**src/hw/rtl/mpq_pkg.sv**
```systemverilog
package mpq_pkg;

   // Field widths fixed by the interface
   localparam int DataW      = 32;
   localparam int ReqW       = 2;
   localparam int StatusW    = 2;
   localparam int CountOutW  = 8;

   // Default queue depth
   localparam int DepthDefault = 128;

   typedef enum logic [ReqW-1:0] {
      REQ_INSERT  = 2'd0,
      REQ_EXTRACT = 2'd1,
      REQ_PEEK    = 2'd2,
      REQ_NOP     = 2'd3
   } req_code_type;

   typedef enum logic [StatusW-1:0] {
      ST_OK    = 2'd0,
      ST_FULL  = 2'd1,
      ST_EMPTY = 2'd2
   } status_type;

   typedef enum logic [2:0] {
      S_IDLE,
      S_SCAN,
      S_PICK,
      S_SHIFT,
      S_DONE
   } state_type;

   // Commands from the controller to the datapath
   typedef struct packed {
      logic       ins_write;
      logic       res_set;
      status_type res_code;
      logic       scan_start;
      logic       scan_step;
      logic       pick;
      logic       shift_start;
      logic       shift_step;
      logic       count_dec;
      logic       rsp_load;
   } cmd_type;

   // Status from the datapath to the controller
   typedef struct packed {
      logic full;
      logic empty;
      logic scan_last;
      logic pick_last;
      logic shift_last;
   } dp_status_type;

endpackage

```
**src/hw/rtl/mpq_ctrl.sv**
```systemverilog
module mpq_ctrl (
   input  logic                          clock,
   input  logic                          reset,
   input  logic                          req_valid,
   output logic                          req_stall,
   input  logic [mpq_pkg::ReqW-1:0]      req_type,
   output logic                          rsp_valid,
   input  logic                          rsp_stall,
   output mpq_pkg::cmd_type              cmd,
   input  mpq_pkg::dp_status_type        status
);
   import mpq_pkg::*;

   state_type    state_ff, state_in;
   logic         extract_ff, extract_in;
   logic         rsp_valid_ff, rsp_valid_in;
   logic         rsp_free;
   req_code_type code;

   assign code     = req_code_type'(req_type);
   assign rsp_free = !rsp_valid_ff || !rsp_stall;

   // Next state
   always_comb begin
      state_in   = state_ff;
      extract_in = extract_ff;
      case (state_ff)
         S_IDLE: begin
            if (req_valid) begin
               extract_in = (code == REQ_EXTRACT);
               state_in   = S_DONE;
               if ((code == REQ_EXTRACT || code == REQ_PEEK) && !status.empty) begin
                  state_in = S_SCAN;
               end
            end
         end
         S_SCAN: begin
            if (status.scan_last) begin
               state_in = S_PICK;
            end
         end
         S_PICK: begin
            state_in = S_DONE;
            if (extract_ff && !status.pick_last) begin
               state_in = S_SHIFT;
            end
         end
         S_SHIFT: begin
            if (status.shift_last) begin
               state_in = S_DONE;
            end
         end
         S_DONE: begin
            if (rsp_free) begin
               state_in = S_IDLE;
            end
         end
         default: begin
            state_in = S_IDLE;
         end
      endcase
   end

   // Commands and handshake outputs
   always_comb begin
      cmd       = '0;
      cmd.res_code = ST_OK;
      req_stall = (state_ff != S_IDLE);
      case (state_ff)
         S_IDLE: begin
            if (req_valid) begin
               case (code)
                  REQ_INSERT: begin
                     cmd.res_set = 1'b1;
                     if (status.full) begin
                        cmd.res_code = ST_FULL;
                     end else begin
                        cmd.ins_write = 1'b1;
                     end
                  end
                  REQ_EXTRACT, REQ_PEEK: begin
                     if (status.empty) begin
                        cmd.res_set  = 1'b1;
                        cmd.res_code = ST_EMPTY;
                     end else begin
                        cmd.scan_start = 1'b1;
                     end
                  end
                  default: begin
                     cmd.res_set = 1'b1;
                  end
               endcase
            end
         end
         S_SCAN: begin
            cmd.scan_step = 1'b1;
         end
         S_PICK: begin
            cmd.pick = 1'b1;
            if (extract_ff) begin
               if (status.pick_last) begin
                  cmd.count_dec = 1'b1;
               end else begin
                  cmd.shift_start = 1'b1;
               end
            end
         end
         S_SHIFT: begin
            cmd.shift_step = 1'b1;
            if (status.shift_last) begin
               cmd.count_dec = 1'b1;
            end
         end
         S_DONE: begin
            cmd.rsp_load = rsp_free;
         end
         default: begin
            cmd.res_code = ST_OK;
         end
      endcase
   end

   // Output item valid: set on load, drop once taken
   always_comb begin
      rsp_valid_in = rsp_valid_ff && rsp_stall;
      if (cmd.rsp_load) begin
         rsp_valid_in = 1'b1;
      end
   end

   always_ff @(posedge clock) begin
      if (reset) begin
         state_ff     <= S_IDLE;
         extract_ff   <= 1'b0;
         rsp_valid_ff <= 1'b0;
      end else begin
         state_ff     <= state_in;
         extract_ff   <= extract_in;
         rsp_valid_ff <= rsp_valid_in;
      end
   end

   assign rsp_valid = rsp_valid_ff;

endmodule

```
**config.mk**
```make
export PLATFORM = sky130hd
export DESIGN_NAME = mpq_ctrl
export DESIGN_NICKNAME = d
export VERILOG_FILES = /design/src/hw/rtl/mpq_pkg.sv /design/src/hw/rtl/mpq_ctrl.sv
export SDC_FILE = /design/constraint.sdc
export NUM_CORES = 1
export LEC_CHECK = 0
export BUFFER_PORTS_ARGS = -buffer_cell sky130_fd_sc_hd__buf_2
export CORE_AREA = 2 2 39 41
export DETAILED_ROUTE_END_ITERATION = 6
export DIE_AREA = 0 0 41 43
export SLEW_MARGIN = 10
export SYNTH_ARGS = -nofsm -noshare
export SYNTH_HDL_FRONTEND = slang
export SYNTH_SLANG_ARGS = --single-unit
```
**constraint.sdc**
```tcl
create_clock -name clock -period 2.66 [get_ports clock]
set_clock_uncertainty 0.1 [all_clocks]
set_input_delay 0.532 -clock clock [delete_from_list [all_inputs] [get_ports clock]]
set_output_delay 0.532 -clock clock [all_outputs]
set_load 0.005 [all_outputs]
```
==> summary.txt <==
RSZ-0062 raised after global routing: false
mean number of vias per cell: 4.93
clock sinks: 5
number of maximum-capacitance violations: 0
Post-DP HPWL: 862 um
DR pass1 iterations: 4
Chip Height: 43 um
type of the most critical hold path: flip-flop to flip-flop
Critical Path Sink Type: output pin
die outline area: 1760 um^2
worst reg2reg path endpoint: state_ff[2]
clock slew at reported path FFs: 0.04 ns
type of the setup path with the least slack: flip-flop to output pin
net count after synthesis: 75
count of state elements after synthesis: 5
initial antenna violation count: 0
drc violations: 0
Clock Root Buffer: clkbuf_4
depth of the CTS H-tree: 1
result of the run: finished clean
final core utilization: 41.0%
total number of yosys warnings: 0
fmax: 0.472 GHz
Routed Wire Length: 1.05 mm
final hold viol count: 0
insertion delay to the later sink of the worst-skew pair: 0.24 ns
count of input and output buffers: 23
largest fanout on the critical path: 11
Worst-Margin Slew: 0.353 ns
largest voltage drop on the vdd net: 0.241 mV
maximum number of pins on one net before global-route repair: 12
Final Setup Violations: 0
Leakage: 0.289 nW
post-cts sizing count: 0
starting density of the core: 30.8%
Multi-input gate area: 283 um^2
synth-to-layout area growth: 32.8%
total power of the final layout: 0.274 mW
count of cells along the worst register-to-register path: 4
portion of the post-synthesis area used by sequential elements: 23.5%
top-level I/O count: 24
number of library cell types mapped by synthesis: 22
Antenna Diode Count: 0
relative slew slack: 76.4%
commonest cells after routing, fill and taps aside: buf_2 (23), nor2_1 (10), a21oi_1 (7)
Mean Syn Cell Area: 6.99 um^2
source of the worst hold timing path: extract_ff
GRT Util Overall: 12.2%
Post-Synthesis Cells: 61
cell area after technology mapping: 427 um^2
Iter 0 DRT Violations: 7
sequential standard cell area: 100 um^2
global-route wire length before repair: 1.55 mm
via count of the first global-routing pass: 422
placement row count: 14
required time at the endpoint of the critical path: 2.03 ns
Hold Path Sink: extract_ff
routability-driven placement congestion ratio: 0.758
worst hold stages: 2
GRT overflow: 0
Core Box Area: 1380 um^2
final-layout fill cell count: 165
number of nets at the end of the flow: 100
# Post-CTS Setup Buffers: 0
clock tree from TritonCTS: yes
ratio of total power to cell area: 484 nW/um^2
residual antenna-violating net count after detailed routing: 0
reg-to-reg slack, setup: 1.17 ns
commonest non-fill, non-tap cell in the layout: buf_2
fraction of final layout cells sized beyond drive strength 1: 31.8%
post-layout minimum cycle time: 2.12 ns
wire length per cell: 10.3 um
deepest clock path buffer count: 2
horizontal extent of the die: 41 um
post-cts hold buffer count: 0
Slew Limit Fails: 0
type of origin of the critical path: flip-flop
Post-Route Setup TNS: 0 ns
final worst-path cycle share: 79.7%
routed via count: 498
critical register-to-register path startpoint: state_ff[0]
TritonCTS Buffers: 3
Worst Path Arrival: 1.49 ns
[power breakdown]
group          leakage (nW)  internal, mW  switching (mW)
logic                 0.233        0.0430          0.0474
clock network        0.0150        0.0566          0.0289
registers            0.0409        0.0832          0.0154
total                 0.289         0.183          0.0917
[worst max path at each step]
stage                start  endpoint  slack, ns  cells past startpoint
2_1_floorplan  req_type[0]    cmd[9]       0.90                      4
3_3_place_gp   req_type[0]    cmd[9]       0.67                      6
3_5_place_dp   req_type[0]    cmd[9]       0.64                      6
4_1_cts        state_ff[0]   cmd[10]       0.52                      4
5_1_grt        state_ff[0]   cmd[10]       0.44                      4
6_report       state_ff[0]   cmd[10]       0.54                      4
[registers in the layout (all words and copies together) (netlist names)]
signal / count
state_ff: 3
extract_ff: 1
rsp_valid: 1
[layout make-up]
type                       count  share of cell area (%)
tap                           16                    3.53
clock buffer                   4                    4.64
multi-input combinational     47                    49.9
timing repair buffer          23                    20.3
inverter                       6                    3.97
sequential                     5                    17.7
[stage by stage]
stage | worst slack [ns] | std cells | area, um^2 | hold slack (ns)
global placement | 0.667 | 97 | 541 | 0.371
finish | 0.541 | 101 | 567 | 0.381
detailed placement | 0.641 | 97 | 541 | 0.374
floorplan | 0.898 | 61 | 427 | 0.338
global route | 0.440 | 101 | 567 | 0.392
CTS | 0.519 | 101 | 567 | 0.382
[cells in the mapped netlist]
| cell type | count | area share (%) |
|---|---|---|
| a22o_1 | 1 | 2.1 |
| nand2b_1 | 2 | 2.9 |
| a211oi_1 | 1 | 1.8 |
| and3_1 | 1 | 1.5 |
| ha_1 | 3 | 8.8 |
| or3b_1 | 2 | 4.1 |
| o21ai_0 | 2 | 2.3 |
| a21oi_1 | 7 | 8.2 |
| and4_1 | 1 | 2.1 |
| nand2_1 | 6 | 5.3 |
| nor2_1 | 10 | 8.8 |
| nor3_1 | 3 | 3.5 |
| nor3_2 | 1 | 2.3 |
| nand3_1 | 3 | 3.5 |
| inv_1 | 6 | 5.3 |
| o41a_1 | 1 | 2.6 |
| nor3b_1 | 1 | 1.8 |
| dfxtp_1 | 5 | 23 |
| buf_6 | 1 | 2.6 |
| mux2i_1 | 1 | 2.3 |
| buf_2 | 2 | 2.3 |
| a32o_1 | 1 | 2.3 |
[logic make-up after synthesis]
logic type	Yosys count	share of synthesized area [%]
adder cells (fa/ha/maj)	3	8.80
AO/OA/AOI/OAI	13	19.4
buffers and inverters	9	10.3
multiplexers	1	2.35
flip-flops	5	23.5
AND/OR/NAND/NOR	30	35.8
[worst max-delay path: stages (launching register included)]
cell and delay [ns]:
dfxtp_1 0.40, nor3_2 0.33, nand2_1 0.17, nor3b_1 0.20, buf_2 0.14
[routing by layer]
layer	vias up	track usage, %	wire [um]	part of all wire [%]
met3	0	4.71	50	4.8
met5	-	0	0	0
met2	13	21.9	529	51
met1	226	12.9	464	44
met4	0	2.00	0	0
li1	259	-	-	-
No activity file was read; power rests on OpenSTA's default activity.
